`src/ppm_pkg.sv`:
```
// Shared types and constants for the PPM stream parser.
`default_nettype none
package ppm_pkg;

	localparam int PPM_DIM_BITS = 16;

	localparam logic [7:0] CH_P     = 8'h50;
	localparam logic [7:0] CH_3     = 8'h33;
	localparam logic [7:0] CH_6     = 8'h36;
	localparam logic [7:0] CH_0     = 8'h30;
	localparam logic [7:0] CH_9     = 8'h39;
	localparam logic [7:0] CH_HASH  = 8'h23;
	localparam logic [7:0] CH_SPACE = 8'h20;
	localparam logic [7:0] CH_TAB   = 8'h09;
	localparam logic [7:0] CH_LF    = 8'h0A;
	localparam logic [7:0] CH_CR    = 8'h0D;

	typedef enum logic [2:0] {
		KIND_WIDTH  = 3'd0,
		KIND_HEIGHT = 3'd1,
		KIND_MAXVAL = 3'd2,
		KIND_SAMPLE = 3'd3,
		KIND_ERROR  = 3'd4
	} kind_t;

	typedef enum logic [2:0] {
		ERR_NONE       = 3'd0,
		ERR_MAGIC      = 3'd1,
		ERR_NO_DIGIT   = 3'd2,
		ERR_TERMINATOR = 3'd3,
		ERR_MAXVAL     = 3'd4,
		ERR_OVERFLOW   = 3'd5
	} err_t;

	typedef struct packed {
		logic [7:0] data_byte;
		logic       file_start;
	} item_t;

	typedef struct packed {
		kind_t       kind;
		logic [15:0] value;
		err_t        code;
		logic        last;
	} res_t;

endpackage
`default_nettype wire

```
`src/ppm_in_stage.sv`:
```
// Input request register of the PPM parser.
`default_nettype none
module ppm_in_stage
	import ppm_pkg::*;
(
	input  wire logic  clk,
	input  wire logic  arst_n,
	input  wire logic  in_valid,
	output      logic  in_stall,
	input  wire item_t item,
	input  wire logic  advance,
	output      logic  item_valid,
	output      item_t item_s1
);

	logic valid_s1;
	logic load;

	// Refill when empty or when the held request moves on this cycle.
	assign load       = !valid_s1 || advance;
	assign in_stall   = valid_s1 && !advance;
	assign item_valid = valid_s1 && advance;

	always_ff @(posedge clk or negedge arst_n) begin
		if (!arst_n) begin
			valid_s1 <= 1'b0;
		end else if (load) begin
			valid_s1 <= in_valid;
		end
	end

	always_ff @(posedge clk) begin
		if (load && in_valid) begin
			item_s1 <= item;
		end
	end

endmodule
`default_nettype wire

```
`src/ppm_parse.sv`:
```
// Byte classifier, header tokenizer and sample counter of the PPM parser.
`default_nettype none
module ppm_parse
	import ppm_pkg::*;
#(
	parameter int DIM_BITS = PPM_DIM_BITS
) (
	input  wire logic  clk,
	input  wire logic  arst_n,
	input  wire logic  item_valid,
	input  wire item_t item_s1,
	output      logic  res_valid,
	output      res_t  res
);

	localparam int SW = 2 * DIM_BITS + 2;
	localparam int AW = DIM_BITS + 4;
	localparam int VW = (DIM_BITS > 16) ? DIM_BITS : 16;

	typedef enum logic [3:0] {
		PH_MAGIC0 = 4'd0,
		PH_MAGIC1 = 4'd1,
		PH_WIDTH  = 4'd2,
		PH_HEIGHT = 4'd3,
		PH_MAXVAL = 4'd4,
		PH_RAW    = 4'd5,
		PH_ASC    = 4'd6,
		PH_DONE   = 4'd7,
		PH_ERROR  = 4'd8
	} phase_t;

	phase_t                phase_q, ph, ph_n;
	logic                  ascii_q, ascii_n;
	logic                  intok_q, intok, intok_n;
	logic                  incom_q, incom, incom_n;
	logic                  blank_q, blank, blank_n;
	logic [DIM_BITS-1:0]   tok_q, tok_n;
	logic [DIM_BITS-1:0]   width_q;
	logic [2*DIM_BITS-1:0] prod_q;
	logic [SW-1:0]         samples_q, samples_n;

	logic [7:0]    c;
	logic          is_digit, is_ws, is_eol;
	logic [7:0]    dig8;
	logic [3:0]    dig;
	logic [AW-1:0] acc;
	logic [VW-1:0] v_ext;
	logic          width_ld, prod_ld, samples_ld, sample_dec;
	logic          err;
	err_t          err_code;
	logic          last;

	assign c        = item_s1.data_byte;
	assign is_digit = (c >= CH_0) && (c <= CH_9);
	assign is_eol   = (c == CH_LF) || (c == CH_CR);
	assign is_ws    = (c == CH_SPACE) || (c == CH_TAB) || is_eol;
	assign dig8     = c - CH_0;
	assign dig      = dig8[3:0];
	// token * 10 + digit
	assign acc      = AW'({tok_q, 3'b000}) + AW'({tok_q, 1'b0}) + AW'(dig);
	assign v_ext    = VW'(tok_q);
	assign last     = (samples_q == SW'(1));

	// A new file discards all tokenizer state.
	assign ph    = item_s1.file_start ? PH_MAGIC0 : phase_q;
	assign intok = item_s1.file_start ? 1'b0 : intok_q;
	assign incom = item_s1.file_start ? 1'b0 : incom_q;
	assign blank = item_s1.file_start ? 1'b0 : blank_q;

	always_comb begin
		ph_n       = ph;
		ascii_n    = ascii_q;
		intok_n    = intok;
		incom_n    = incom;
		blank_n    = blank;
		tok_n      = tok_q;
		width_ld   = 1'b0;
		prod_ld    = 1'b0;
		samples_ld = 1'b0;
		sample_dec = 1'b0;
		err        = 1'b0;
		err_code   = ERR_NONE;
		res_valid  = 1'b0;
		res        = '{kind: KIND_WIDTH, value: 16'd0, code: ERR_NONE, last: 1'b0};

		unique case (ph)
			PH_MAGIC0: begin
				if (c != CH_P) begin
					err      = 1'b1;
					err_code = ERR_MAGIC;
				end else begin
					ph_n = PH_MAGIC1;
				end
			end
			PH_MAGIC1: begin
				if (c == CH_6 || c == CH_3) begin
					ascii_n = (c == CH_3);
					ph_n    = PH_WIDTH;
					blank_n = 1'b0;
				end else begin
					err      = 1'b1;
					err_code = ERR_MAGIC;
				end
			end
			PH_RAW: begin
				sample_dec = 1'b1;
				res_valid  = 1'b1;
				res.kind   = KIND_SAMPLE;
				res.value  = 16'(c);
				res.last   = last;
				if (last) begin
					ph_n = PH_DONE;
				end
			end
			PH_WIDTH, PH_HEIGHT, PH_MAXVAL, PH_ASC: begin
				if (incom) begin
					if (is_eol) begin
						incom_n = 1'b0;
						blank_n = 1'b1;
					end
				end else if (intok) begin
					if (is_digit) begin
						if (ph == PH_ASC) begin
							tok_n = DIM_BITS'(acc[7:0]);
						end else if (acc[AW-1:DIM_BITS] != '0) begin
							err      = 1'b1;
							err_code = ERR_OVERFLOW;
						end else begin
							tok_n = acc[DIM_BITS-1:0];
						end
					end else if (is_ws) begin
						// token complete
						intok_n   = 1'b0;
						blank_n   = 1'b1;
						res_valid = 1'b1;
						res.value = v_ext[15:0];
						priority case (ph)
							PH_WIDTH: begin
								width_ld = 1'b1;
								res.kind = KIND_WIDTH;
								ph_n     = PH_HEIGHT;
							end
							PH_HEIGHT: begin
								prod_ld  = 1'b1;
								res.kind = KIND_HEIGHT;
								ph_n     = PH_MAXVAL;
							end
							PH_MAXVAL: begin
								if (v_ext[VW-1:8] != '0) begin
									err      = 1'b1;
									err_code = ERR_MAXVAL;
								end else begin
									samples_ld = 1'b1;
									res.kind   = KIND_MAXVAL;
									if (prod_q == '0) begin
										ph_n = PH_DONE;
									end else begin
										ph_n = ascii_q ? PH_ASC : PH_RAW;
									end
								end
							end
							default: begin
								sample_dec = 1'b1;
								res.kind   = KIND_SAMPLE;
								res.value  = 16'(tok_q[7:0]);
								res.last   = last;
								if (last) begin
									ph_n = PH_DONE;
								end
							end
						endcase
					end else begin
						err      = 1'b1;
						err_code = ERR_TERMINATOR;
					end
				end else if (is_ws) begin
					blank_n = 1'b1;
				end else if (c == CH_HASH && blank) begin
					incom_n = 1'b1;
				end else if (is_digit) begin
					intok_n = 1'b1;
					blank_n = 1'b0;
					tok_n   = DIM_BITS'(dig);
				end else begin
					err      = 1'b1;
					err_code = ERR_NO_DIGIT;
				end
			end
			PH_DONE, PH_ERROR: begin
			end
			default: begin
			end
		endcase

		if (err) begin
			ph_n       = PH_ERROR;
			intok_n    = 1'b0;
			incom_n    = 1'b0;
			samples_ld = 1'b0;
			sample_dec = 1'b0;
			res_valid  = 1'b1;
			res        = '{kind: KIND_ERROR, value: 16'd0, code: err_code, last: 1'b0};
		end

		samples_n = samples_q;
		if (samples_ld) begin
			samples_n = SW'({prod_q, 1'b0}) + SW'(prod_q);
		end else if (sample_dec) begin
			samples_n = samples_q - SW'(1);
		end
	end

	always_ff @(posedge clk or negedge arst_n) begin
		if (!arst_n) begin
			phase_q <= PH_MAGIC0;
			ascii_q <= 1'b0;
			intok_q <= 1'b0;
			incom_q <= 1'b0;
			blank_q <= 1'b0;
		end else if (item_valid) begin
			phase_q <= ph_n;
			ascii_q <= ascii_n;
			intok_q <= intok_n;
			incom_q <= incom_n;
			blank_q <= blank_n;
		end
	end

	always_ff @(posedge clk) begin
		if (item_valid) begin
			tok_q     <= tok_n;
			samples_q <= samples_n;
			if (width_ld) begin
				width_q <= tok_q;
			end
			if (prod_ld) begin
				prod_q <= width_q * tok_q;
			end
		end
	end

`ifndef SYNTH
	a_count_live: assert property (@(posedge clk) disable iff (!arst_n)
		(phase_q == PH_RAW || phase_q == PH_ASC) |-> samples_q != '0)
		else $error("sample phase with zero samples left");

	a_tok_com_excl: assert property (@(posedge clk) disable iff (!arst_n)
		!(intok_q && incom_q))
		else $error("token and comment active together");

	a_err_stops: assert property (@(posedge clk) disable iff (!arst_n)
		(item_valid && res_valid && res.kind == KIND_ERROR) |=> phase_q == PH_ERROR)
		else $error("error result did not stop parser");

	a_last_done: assert property (@(posedge clk) disable iff (!arst_n)
		(item_valid && res_valid && res.last) |=> phase_q == PH_DONE)
		else $error("final sample did not finish image");

	a_last_kind: assert property (@(posedge clk) disable iff (!arst_n)
		(res_valid && res.last) |-> (res.kind == KIND_SAMPLE && last))
		else $error("last flag outside final sample");
`endif

endmodule
`default_nettype wire

```
`src/ppm_out_stage.sv`:
```
// Result register of the PPM parser.
`default_nettype none
module ppm_out_stage
	import ppm_pkg::*;
(
	input  wire logic clk,
	input  wire logic arst_n,
	input  wire logic item_valid,
	input  wire logic res_valid,
	input  wire res_t res,
	input  wire logic out_stall,
	output      logic advance,
	output      logic out_valid,
	output      res_t res_q
);

	logic out_valid_q;

	assign advance   = !out_valid_q || !out_stall;
	assign out_valid = out_valid_q;

	always_ff @(posedge clk or negedge arst_n) begin
		if (!arst_n) begin
			out_valid_q <= 1'b0;
		end else if (advance) begin
			out_valid_q <= item_valid && res_valid;
		end
	end

	always_ff @(posedge clk) begin
		if (advance && item_valid && res_valid) begin
			res_q <= res;
		end
	end

endmodule
`default_nettype wire

```
`src/ppm_image_stream_parser.sv`:
```
// Top level of the PPM (P3/P6) image stream parser.
//
//  channel | handshake            | payload
//  --------+----------------------+------------------------------------------
//  in      | in_valid / in_stall  | data_byte[7:0], file_start
//  out     | out_valid / out_stall| kind[2:0], value[15:0], error_code[2:0],
//          |                      | last_sample
//
// One byte request is taken per cycle unless a stall on out backs up. A byte
// accepted sits in the input register, and its result, if it yields one, is
// loaded into the result register when that register can advance. The
// per-byte work (classify, multiply by ten and add, header/sample bookkeeping)
// sits between those registers.
// Reset clears the handshake and parser control state; no clearing pass.
// A stall on out holds the result register and backs up into in_stall.
// file_start on a byte restarts the parser from that byte.
`default_nettype none
module ppm_image_stream_parser
	import ppm_pkg::*;
#(
	parameter int DIM_BITS = PPM_DIM_BITS
) (
	input  wire logic        clk,
	input  wire logic        arst_n,
	input  wire logic        in_valid,
	output      logic        in_stall,
	input  wire logic [7:0]  data_byte,
	input  wire logic        file_start,
	output      logic        out_valid,
	input  wire logic        out_stall,
	output      logic [2:0]  kind,
	output      logic [15:0] value,
	output      logic [2:0]  error_code,
	output      logic        last_sample
);

	item_t item, item_s1;
	logic  advance;
	logic  item_valid;
	logic  res_valid;
	res_t  res, res_q;

	assign item.data_byte  = data_byte;
	assign item.file_start = file_start;

	ppm_in_stage u_in (
		.clk        (clk),
		.arst_n     (arst_n),
		.in_valid   (in_valid),
		.in_stall   (in_stall),
		.item       (item),
		.advance    (advance),
		.item_valid (item_valid),
		.item_s1    (item_s1)
	);

	ppm_parse #(
		.DIM_BITS (DIM_BITS)
	) u_parse (
		.clk        (clk),
		.arst_n     (arst_n),
		.item_valid (item_valid),
		.item_s1    (item_s1),
		.res_valid  (res_valid),
		.res        (res)
	);

	ppm_out_stage u_out (
		.clk        (clk),
		.arst_n     (arst_n),
		.item_valid (item_valid),
		.res_valid  (res_valid),
		.res        (res),
		.out_stall  (out_stall),
		.advance    (advance),
		.out_valid  (out_valid),
		.res_q      (res_q)
	);

	// Unpack the registered result onto the output ports.
	assign kind        = res_q.kind;
	assign value       = res_q.value;
	assign error_code  = res_q.code;
	assign last_sample = res_q.last;

endmodule
`default_nettype wire

```
`config.mk`:
```
export PLATFORM = sky130hd
export DESIGN_NAME = ppm_image_stream_parser
export DESIGN_NICKNAME = d
export VERILOG_FILES = /design/src/ppm_pkg.sv /design/src/ppm_in_stage.sv /design/src/ppm_parse.sv /design/src/ppm_out_stage.sv /design/src/ppm_image_stream_parser.sv
export SDC_FILE = /design/constraint.sdc
export NUM_CORES = 1
export LEC_CHECK = 0
export BUFFER_PORTS_ARGS = -buffer_cell sky130_fd_sc_hd__clkbuf_2
export CORE_MARGIN = 8
export CORE_UTILIZATION = 50
export CTS_CLUSTER_DIAMETER = 100
export DETAILED_ROUTE_END_ITERATION = 8
export PLACE_DENSITY = 0.68
export SYNTH_ARGS = -nofsm -noshare
export SYNTH_HDL_FRONTEND = slang
export SYNTH_SLANG_ARGS = --single-unit
```
`constraint.sdc`:
```
create_clock -name clk -period 9.3 [get_ports clk]
set_clock_uncertainty 0.05 [all_clocks]
set_input_delay 1.86 -clock clk [delete_from_list [all_inputs] [get_ports clk]]
set_output_delay 1.86 -clock clk [all_outputs]
set_load 0.01 [all_outputs]
```
Yosys cells after proc, flatten, opt, wreduce, memory -nomap -nowiden
Cells that the tools add are included.
- input port bits: 13
- register bits: 140
- output and inout bits: 25
- logic and storage cells: 201
- multiplexer cells: 127
- reduce and logical (&&, ||, !) cells: 30
- bitwise gates (word level): 1
- $add $sub $neg: 5
- eq/ne operators: 18
- $mul: 1
- magnitude comparators: 2
- operator list (operator ; count):
    16-bit 2-to-1 mux ; 8
    1-bit 2-to-1 mux ; 79
    19-bit 2-to-1 mux ; 4
    34-bit 2-to-1 mux ; 2
    4-bit 2-to-1 mux ; 11
    19-bit one-hot mux with 2 select lines ; 1
    33-bit by 32-bit adder with 34-bit output ; 1
    34-bit by 1-bit == test with 1-bit output, second input constant ; 1
    34-bit by 1-bit subtractor with 34-bit output, second input constant ; 1
    8-bit by 6-bit == test with 1-bit output, second input constant ; 4
    32-bit logical NOT ; 1
    16-bit by 16-bit multiplier with 32-bit output ; 1
    3-bit 2-to-1 mux ; 10
    8-bit by 4-bit == test with 1-bit output, second input constant ; 3
    19-bit by 17-bit adder with 20-bit output ; 1
    20-bit by 4-bit adder with 20-bit output ; 1
    4-bit one-hot mux with 4 select lines ; 1
    4-bit by 3-bit == test with 1-bit output, second input constant ; 3
    4-bit one-hot mux with 3 select lines ; 1
    3-bit one-hot mux with 3 select lines ; 1
    4-bit by 2-bit == test with 1-bit output, second input constant ; 2
    8-bit by 6-bit greater-or-equal comparator with 1-bit output, second input constant ; 1
    8-bit by 6-bit less-or-equal comparator with 1-bit output, second input constant ; 1
    1-bit logical AND ; 8
    other kinds (21) ; 37

Longest topological paths before layout
Gate-level depths: netlist of the first run.
- depth in word-level cells: 12
- mapped depth: 23
- depth with buffers taken out: 22

Cells and area by module
From an unflattened synthesis of the first run, not the netlist that was laid out.
- cells, all modules: 1847
- area total of the unflattened synthesis: 17397.9 um^2
- by module, submodules not included (module ; sequential area each (um^2) ; cells an instance ; area an instance (um^2) ; instances):
    ppm_parse ; 3143.0 ; 1804 ; 16331.9 ; 1
    ppm_out_stage ; 715.7 ; 28 ; 732.0 ; 1
    ppm_in_stage ; 295.3 ; 15 ; 334.1 ; 1

Worst setup path before layout of the first run
OpenSTA, ideal clock, no wires.
- kind: register -> register
- start: reg u_parse.tok_q[7]
- end: reg u_parse.prod_q[30] (data pin)
- library setup time: 0.158 ns
- clock period less this slack: 6.604 ns
- path slack: 2.696 ns
- path buffers: 2
- cell stages (with the launch flop): 22
- data arrival time: 6.396 ns
- required time: 9.092 ns
- path through: edfxtp_1 clkbuf_1 clkbuf_1 nand2_1 fa_1 fa_1 fa_1 inv_1 fa_1 fa_1 inv_1 fa_1 inv_1 ha_1 o21a_1 o21a_1 o21a_1 and3_1 a21o_1 o41ai_1 or4b_2 o211ai_1
- longest elaborated chain between the ends: 1
- ends and longest elaborated chain (item ; line ; source):
    from (decl) ; ppm_parse.sv:37 ; logic [DIM_BITS-1:0] tok_q, tok_n;
    from (signal assigned) ; ppm_parse.sv:231 ; tok_q <= tok_n;
    16-bit by 16-bit multiplier with 32-bit output ; ppm_parse.sv:237 ; prod_q <= width_q * tok_q;
    to (signal assigned) ; ppm_parse.sv:237 ;
    to (decl) ; ppm_parse.sv:39 ; logic [2*DIM_BITS-1:0] prod_q;
Every way passes these cells.
A chain may end at the register's enable or synchronous reset.

Worst setup path after layout of the first run
- start: reg u_parse.tok_q[1]
- end: reg u_parse.prod_q[30] (data pin)
The elaborated chain is that of the path after synthesis.

==> results of run 1 <==
[power by group]
group	leakage [nW]	internal [mW]	switching (mW)
sequential	1.40	0.706	0.0183
combinational	7.12	0.0361	0.0677
clock	0.333	0.513	0.278
[critical path: stages, from the launching register on]
cell,delay [ns]
edfxtp_1,0.84
nand2_1,0.19
fa_1,0.55
fa_1,0.58
fa_1,0.45
fa_1,0.55
inv_1,0.06
fa_1,0.53
inv_1,0.06
fa_1,0.52
inv_1,0.04
ha_1,0.37
a21oi_1,0.21
nand2_1,0.07
a41oi_1,0.22
o21ai_1,0.15
a21o_1,0.21
o41ai_1,0.57
or4b_2,0.64
o211ai_1,0.11
[final timing paths]
path	endpoint	startpoint	slack [ns]
min in group asynchronous	u_parse.incom_q	arst_n	1.24
max in group asynchronous	u_out.out_valid	arst_n	7.74
max reg2reg	u_parse.prod_q[30]	u_parse.tok_q[1]	2.18
min reg2reg	u_parse.ascii_q	u_parse.ascii_q	0.52
max	u_parse.prod_q[30]	u_parse.tok_q[1]	2.18
min	u_parse.ascii_q	u_parse.ascii_q	0.52
[sequential cells by signal, summed over array words and instances, names as in the netlist]
name,count
u_parse.samples_q,34
u_parse.prod_q,32
u_out.res_q,23
u_parse.tok_q,16
u_parse.width_q,16
u_in.item_s1,9
u_parse.phase_q,4
u_in.valid_s1,1
u_out.out_valid,1
u_parse.ascii_q,1
u_parse.blank_q,1
u_parse.incom_q,1
u_parse.intok_q,1
[layout by cell type (no fill, tap or decap), types with 17 or more instances in the layout]
master	netlist	layout
nand3_1	31	31
xor2_1	45	45
xnor2_1	42	42
fa_1	197	197
nor2_1	86	85
o21ai_0	67	67
edfxtp_1	130	130
clkbuf_16	0	17
nand2_1	214	214
nor3_1	34	34
inv_1	283	283
ha_1	186	186
nand2b_1	19	19
and3_1	18	18
and2_1	117	117
nor4_1	18	18
a21o_1	22	22
clkbuf_2	0	37
a21oi_1	88	87
[metrics by stage]
stage                     cells  worst slack, ns
final                      2361             2.18
after CTS                  2361             2.22
after detailed placement   2329             2.22
after global routing       2361             1.87
after global placement     2329             2.39
after floorplan            1885             2.70
[kinds of logic after synthesis]
family,after synthesis,synth area share (%)
AND/OR/NAND/NOR,624,18.1
XOR/XNOR,87,4.32
buffers and inverters,347,7.43
AO/OA/AOI/OAI,299,10.8
multiplexers,5,0.305
adder cells (fa/ha/maj),383,35.5
flip-flops,140,23.5
[area by class of cell]
| cell class | count | area share, % |
|---|---|---|
| clock buffers | 19 | 2.34 |
| clock inverters | 13 | 1.26 |
| inverters | 283 | 5.61 |
| multi-input cells | 1398 | 64.4 |
| flip-flops and latches | 140 | 21.9 |
| well taps | 461 | 3.05 |
| repair buffers | 47 | 1.37 |
[metal layers]
layer	share of wire, %	vias up	wire length (µm)
li1	-	6312	-
met1	47	6612	19700
met2	46	333	19300
met3	5.0	53	2090
met4	1.9	0	815
met5	0	-	0
==> qor.txt, run 1 <==
OUTCOME
----------------------------------------------------------------------------------------------------
Result of the run ..................................................................... finished clean

PLACED DESIGN
----------------------------------------------------------------------------------------------------
Final HPWL from detailed placement ....................................................     32600 µm
Number of port buffers ................................................................           37
Standard cell area after detailed placement ...........................................    18300 µm²
Weighted congestion reported at the end of routability-driven placement ...............        0.879

LOGIC SYNTHESIS
----------------------------------------------------------------------------------------------------
Nets in the synthesized netlist .......................................................         2281
Cell count after synthesis ............................................................         1885
Top-area cell type share of the netlist area ..........................................        22.3%
Post-synth EDFFs ......................................................................          130
Leading post-synthesis cells by cell area ............................................. fa_1 (22%), edfxtp_1 (22%), ha_1 (13%)
#FFs+latches synth ....................................................................          140
Most frequent cells after synthesis ................................................... inv_1 (283), nand2_1 (214), fa_1 (197)
Mean post-synth cell area .............................................................     9.36 µm²
Main synth FF type ....................................................................     edfxtp_1
Top-count cell post-synth .............................................................        inv_1
Cell variety after synth ..............................................................           70
Async set-reset flop share out of synthesis ...........................................        7.14%
Post-synthesis instance area ..........................................................    17600 µm²
Sequential fraction of the synthesis area .............................................        23.5%
Cell taking the most area after synthesis .............................................         fa_1
Yosys Warn Count ......................................................................            0

FLOORPLANNING
----------------------------------------------------------------------------------------------------
Num rows ..............................................................................           69
Area of the core ......................................................................    35100 µm²
Starting utilization of the core area .................................................        50.2%
Vertical die dimension ................................................................       204 µm
Width of the die ......................................................................       204 µm
Number of placed I/O pins .............................................................           38
Area of the die .......................................................................    41600 µm²

DETAILED ROUTING
----------------------------------------------------------------------------------------------------
Routed Antenna Nets ...................................................................            0
# DRC .................................................................................            0
DRC marker count from the first detailed-route iteration ..............................          912
First-pass DRT Iterations .............................................................            5
Routed wire length per instance .......................................................      17.7 µm
Final WL ..............................................................................     41900 µm
Via-to-Cell Ratio .....................................................................         5.64
Vias ..................................................................................        13300

STA
----------------------------------------------------------------------------------------------------
Maximum operating frequency ...........................................................      140 MHz
Portion of the clock cycle consumed by the worst path in the final layout .............        76.5%
Number of hold violations in the final report .........................................            0
Worst hold slack across all endpoints .................................................     0.520 ns
Unrepaired setup endpoints after global routing .......................................           no
Sum of negative setup slack ...........................................................         0 ns
Minimum period implied by the final worst setup slack .................................      7.12 ns
Final Max Slew Viols ..................................................................            0
Slew of the pin with the lowest slew margin ...........................................     0.974 ns
Max_slew headroom .....................................................................        35.0%
Setup violations, final ...............................................................            0

POWER AND IR DROP
----------------------------------------------------------------------------------------------------
PnR Total Power .......................................................................      1.62 mW
VDD IR-drop max .......................................................................   0.000117 V
Cell leakage power ....................................................................      8.85 nW
Total power per unit cell area ........................................................  85.6 nW/µm²

GLOBAL ROUTING
----------------------------------------------------------------------------------------------------
Total Routing Usage GR ................................................................        20.6%
Number of antenna violations at the first check in global routing .....................            0
Met2 layer usage reported by global route .............................................        32.1%
Residual overflow from global routing .................................................            0
Pin count of the biggest net entering global routing ..................................           45
Vias in the first global route ........................................................        13400
Met3 Resource Use GR ..................................................................        3.07%
Layer with the highest usage ..........................................................         met2
GRT met1 Usage ........................................................................        29.6%
Wire length of the first global-routing pass ..........................................     69200 µm

CELLS AND AREA
----------------------------------------------------------------------------------------------------
Fill cell total of the finished layout ................................................         3154
Count of nets after finishing .........................................................         2283
Post-route cell area ..................................................................    18900 µm²
Synth-to-layout area growth ...........................................................        7.27%
Diodes inserted .......................................................................            0
Register Area .........................................................................     4150 µm²
Final core utilization ................................................................        53.9%
Total area of multi-input combinational cells .........................................    12200 µm²
Share of cells above drive strength 1 .................................................        5.26%

WORST SETUP PATH
----------------------------------------------------------------------------------------------------
Startpoint kind of the worst setup timing path ........................................         flop
Critical path data required time ......................................................      9.53 ns
Worst-path maximum fanout .............................................................           20
Critical path arrival .................................................................      7.35 ns
Kind of end point of the critical path ................................................         flop
Start-to-end type of the worst setup path ............................................. flop to flop
R2r worst-path depth ..................................................................           19

CTS
----------------------------------------------------------------------------------------------------
Post-CTS Repair Setup Buffers .........................................................            0
Later-pin clock latency in the skew report ............................................      0.43 ns
Clock root cell .......................................................................    clkbuf_16
CTS Hold Bufs .........................................................................            0
Clock buffer count from CTS ...........................................................           17
CTS H-tree lvls .......................................................................            4
Clock-pin slew reported for the worst setup and hold paths after clock tree synthesis .      0.07 ns
Max clock buf depth ...................................................................            2
Number of instances resized during post-cts repair ....................................            0
TritonCTS clock tree ..................................................................         done
Total clock sinks .....................................................................          140

WORST HOLD PATH
----------------------------------------------------------------------------------------------------
Cell depth of the worst hold path .....................................................            2
Worst hold path type .................................................................. flop to flop

RUN
----------------------------------------------------------------------------------------------------
Max capacitance violation total .......................................................            0

Power figures use the tool's default switching activity.
==> run 2, diff against run 1 <==
--- a/config.mk
+++ b/config.mk
@@ -10,7 +10,7 @@
 export CORE_UTILIZATION = 50
 export CTS_CLUSTER_DIAMETER = 100
 export DETAILED_ROUTE_END_ITERATION = 8
-export PLACE_DENSITY = 0.68
+export PLACE_DENSITY = 0.7
 export SYNTH_ARGS = -nofsm -noshare
 export SYNTH_HDL_FRONTEND = slang
 export SYNTH_SLANG_ARGS = --single-unit
==> constraint.sdc (replaced) <==
create_clock -name clk -period 5.9 [get_ports clk]
set_clock_uncertainty 0.05 [all_clocks]
set_input_delay 1.18 -clock clk [delete_from_list [all_inputs] [get_ports clk]]
set_output_delay 1.18 -clock clk [all_outputs]
set_load 0.01 [all_outputs]
==> run 2 against run 1 <==
Against the previous run:
- the run now ends with setup timing left
- non-clock buffer count increased by 162
- sequential share of layout area decreased by 1.6 points
- sequential cell count unchanged
- utilization increased by 4.3 points
- die area unchanged
- critical endpoint unchanged
==> qor.txt, run 2 (same netlist as run 1, synthesis figures left out) <==
OUTCOME
----------------------------------------------------------------------------------------------------
Result of the run ..................................................................... complete, but fails checks   was finished clean
Failing checks ........................................................................ setup timing

DETAILED ROUTING
----------------------------------------------------------------------------------------------------
DRC marker count from the first detailed-route iteration ..............................         1106   was 912
Routed Antenna Nets ...................................................................            0   unchanged
Via-to-Cell Ratio .....................................................................         5.52   was 5.64
First-pass DRT Iterations .............................................................            5   unchanged
# DRC .................................................................................            0   unchanged
Final WL ..............................................................................     43100 µm   was 41900 µm
Vias ..................................................................................        13900   was 13300
Routed wire length per instance .......................................................      17.1 µm   was 17.7 µm

STA
----------------------------------------------------------------------------------------------------
Maximum operating frequency ...........................................................      165 MHz   was 140 MHz
Setup ws final ........................................................................    -0.172 ns   was 2.18 ns
Worst hold slack across all endpoints .................................................     0.514 ns   was 0.520 ns
Max_slew headroom .....................................................................        28.3%   was 35.0%
Final Max Slew Viols ..................................................................            0   unchanged
Number of hold violations in the final report .........................................            0   unchanged
Unrepaired setup endpoints after global routing .......................................          yes   was no
Setup violations, final ...............................................................            3   was 0
Slew of the pin with the lowest slew margin ...........................................      1.07 ns   was 0.974 ns
Minimum period implied by the final worst setup slack .................................      6.07 ns   was 7.12 ns
Portion of the clock cycle consumed by the worst path in the final layout .............         103%   was 76.5%

POWER AND IR DROP
----------------------------------------------------------------------------------------------------
VDD IR-drop max .......................................................................   0.000188 V   was 0.000117 V
Total power per unit cell area ........................................................   118 nW/µm²   was 85.6 nW/µm²
Cell leakage power ....................................................................      9.62 nW   was 8.85 nW

FLOORPLANNING
----------------------------------------------------------------------------------------------------
Number of placed I/O pins .............................................................           38   unchanged
Num rows ..............................................................................           69   unchanged
Starting utilization of the core area .................................................        50.2%   unchanged
Area of the die .......................................................................    41600 µm²   unchanged
Area of the core ......................................................................    35100 µm²   unchanged
Width of the die ......................................................................       204 µm   unchanged
Vertical die dimension ................................................................       204 µm   unchanged

GLOBAL ROUTING
----------------------------------------------------------------------------------------------------
Residual overflow from global routing .................................................            0   unchanged
Pin count of the biggest net entering global routing ..................................           35   was 45
Vias in the first global route ........................................................        14100   was 13400
Total Routing Usage GR ................................................................        21.2%   was 20.6%
Wire length of the first global-routing pass ..........................................     71700 µm   was 69200 µm
Number of antenna violations at the first check in global routing .....................            0   unchanged

WORST SETUP PATH
----------------------------------------------------------------------------------------------------
Startpoint kind of the worst setup timing path ........................................         flop   unchanged
Worst setup path startpoint ........................................................... u_parse.width_q[3]   was u_parse.tok_q[1]
Critical path arrival .................................................................      6.30 ns   was 7.35 ns
Cell seen most often among critical-path stages .......................................         fa_1   unchanged
Kind of end point of the critical path ................................................         flop   unchanged
Critical path data required time ......................................................      6.13 ns   was 9.53 ns
Slowest stage delay, CP ...............................................................      0.58 ns   was 0.84 ns
CP max-delay cell .....................................................................         fa_1   was edfxtp_1
Critical path cell sequence ........................................................... buf_2 -> nand2_1 -> fa_1 -> fa_1 -> fa_1 -> inv_2 -> fa_1 -> fa_1 -> inv_1 -> fa_1 -> inv_2 -> ha_4 -> o21a_1 -> o21a_1 -> o21a_1 -> and3_1 -> a21o_1 -> o41ai_2 -> or4b_4 -> o211ai_1   was nand2_1 -> fa_1 -> fa_1 -> fa_1 -> fa_1 -> inv_1 -> fa_1 -> inv_1 -> fa_1 -> inv_1 -> ha_1 -> a21oi_1 -> nand2_1 -> a41oi_1 -> o21ai_1 -> a21o_1 -> o41ai_1 -> or4b_2 -> o211ai_1
Startpoint of the worst register-to-register path ..................................... u_parse.width_q[3]   was u_parse.tok_q[1]
Start-to-end type of the worst setup path ............................................. flop to flop   unchanged
Worst-path maximum fanout .............................................................            5   was 20

CTS
----------------------------------------------------------------------------------------------------
Later-pin clock latency in the skew report ............................................      0.44 ns   was 0.43 ns
Total clock sinks .....................................................................          140   unchanged
Clock buffer count from CTS ...........................................................           17   unchanged
Clock root cell .......................................................................    clkbuf_16   unchanged
Clock-pin slew reported for the worst setup and hold paths after clock tree synthesis .      0.06 ns   was 0.07 ns
Max clock buf depth ...................................................................            2   unchanged
TritonCTS clock tree ..................................................................         done   unchanged
CTS H-tree lvls .......................................................................            4   unchanged

CELLS AND AREA
----------------------------------------------------------------------------------------------------
Post-Layout Cell Count ................................................................         2523   was 2361
Top register by number of flip-flops .................................................. u_parse.samples_q   unchanged
Synth-to-layout area growth ...........................................................        15.8%   was 7.27%
Most used cells in the layout excluding fill and tap cells ............................ inv_1 (270), nand2_1 (212), fa_1 (192), ha_1 (176), buf_4 (155)   was inv_1 (283), nand2_1 (214), fa_1 (197), ha_1 (186), edfxtp_1 (130)
Number of flip-flops under the largest register name ..................................           34   unchanged
Leading cell type in the layout, fill and taps excluded ...............................        inv_1   unchanged
Diodes inserted .......................................................................            0   unchanged
Biggest regs .......................................................................... u_parse.samples_q (34), u_parse.prod_q (32), u_out.res_q (23)   unchanged
Fill cell total of the finished layout ................................................         3012   was 3154
Share of cells above drive strength 1 .................................................        15.8%   was 5.26%
Total area of multi-input combinational cells .........................................    12500 µm²   was 12200 µm²
Count of nets after finishing .........................................................         2445   was 2283
Register Area .........................................................................     4150 µm²   unchanged

RUN
----------------------------------------------------------------------------------------------------
Max capacitance violation total .......................................................            0   unchanged

PLACED DESIGN
----------------------------------------------------------------------------------------------------
Weighted congestion reported at the end of routability-driven placement ...............        0.928   was 0.879
Number of port buffers ................................................................           37   unchanged
Place WS ..............................................................................    -0.341 ns   was 2.22 ns
Placed Cells ..........................................................................         2460   was 2329
Final HPWL from detailed placement ....................................................     34600 µm   was 32600 µm

WORST HOLD PATH
----------------------------------------------------------------------------------------------------
Hold wc startpoint .................................................................... u_parse.ascii_q   unchanged
Worst hold path type .................................................................. flop to flop   unchanged

==> run 2: cell count changes in the layout (fill, tap and decap cells not counted), moves of 6 or more <==
cell     previous run  this run
ha_4                0        10
ha_1              186       176
buf_4              10       155
o21ai_2             0         7
and2_1            117       109
inv_1             283       270
a21oi_1            87        79
and2_4              0         8
buf_6               0        16
o21ai_0            67        58
inv_2               0        13
a21oi_2             1         7
==> run 2: power by group <==
part	leakage [nW]	switching [mW]	internal [mW]
registers	1.40	0.0250	1.11
logic	7.94	0.114	0.0658
clock network	0.288	0.448	0.647
total	9.62	0.587	1.83
==> run 2: per-stage QoR <==
stage / total power [mW] / utilization (%) / instance area, µm² / TNS (ns)
2_1_floorplan: 1.25 / - / 17800 / -0.172
3_3_place_gp: 1.32 / 55.0 / 19300 / -0.535
3_5_place_dp: 1.33 / 55.0 / 19300 / -1.21
4_1_cts: 2.43 / 57.5 / 20200 / -0.109
5_1_grt: 2.49 / 58.2 / 20400 / -1.39
6_report: 2.41 / 58.2 / 20400 / -0.258
==> run 2: path summary, 6_finish.rpt <==
check | endpoint | slack (ns) | cells past startpoint
worst max-delay path | u_parse.prod_q[30] | -0.17 | 20
worst min-delay path | u_parse.ascii_q | 0.51 | 2
worst max register to register | u_parse.prod_q[30] | -0.17 | 20
worst min register to register | u_parse.ascii_q | 0.51 | 2
max in group asynchronous | u_parse.ascii_q | 5.03 | 1
min in group asynchronous | u_parse.incom_q | 0.55 | 1
==> run 2: final cells by class <==
| class | count | share of cell area (%) |
|---|---|---|
| clock buffer | 22 | 2.43 |
| clock inverter | 10 | 0.502 |
| inverter | 283 | 5.20 |
| multi-input combinational | 1398 | 61.2 |
| sequential | 140 | 20.3 |
| tap | 461 | 2.82 |
| timing repair buffer | 209 | 7.51 |
==> run 2: what timing repair did <==
item	in CTS	in global routing
pin swaps	26	33
setup endpoints to repair	8	14
setup buffers	20	11
hold buffers	0	0
gates resized for setup	35	46
==> run 2: critical path: cells and delay by family (launching register included) <==
| kind | cells | cell delay (ns) |
|---|---|---|
| adder cells (fa/ha/maj) | 7 | 3.25 |
| AO/OA/AOI/OAI | 6 | 1.05 |
| AND/OR/NAND/NOR | 3 | 0.76 |
| flip-flops | 1 | 0.45 |
| buffers and inverters | 4 | 0.36 |
==> run 2: routing by layer <==
metal  up-vias  routed length, µm  track usage, %
met5         -                  0               0
met4         0                959            6.63
met3        73               2260            3.38
met2       403              19700            32.6
met1      6780              20200            30.3
li1       6673                  -               -
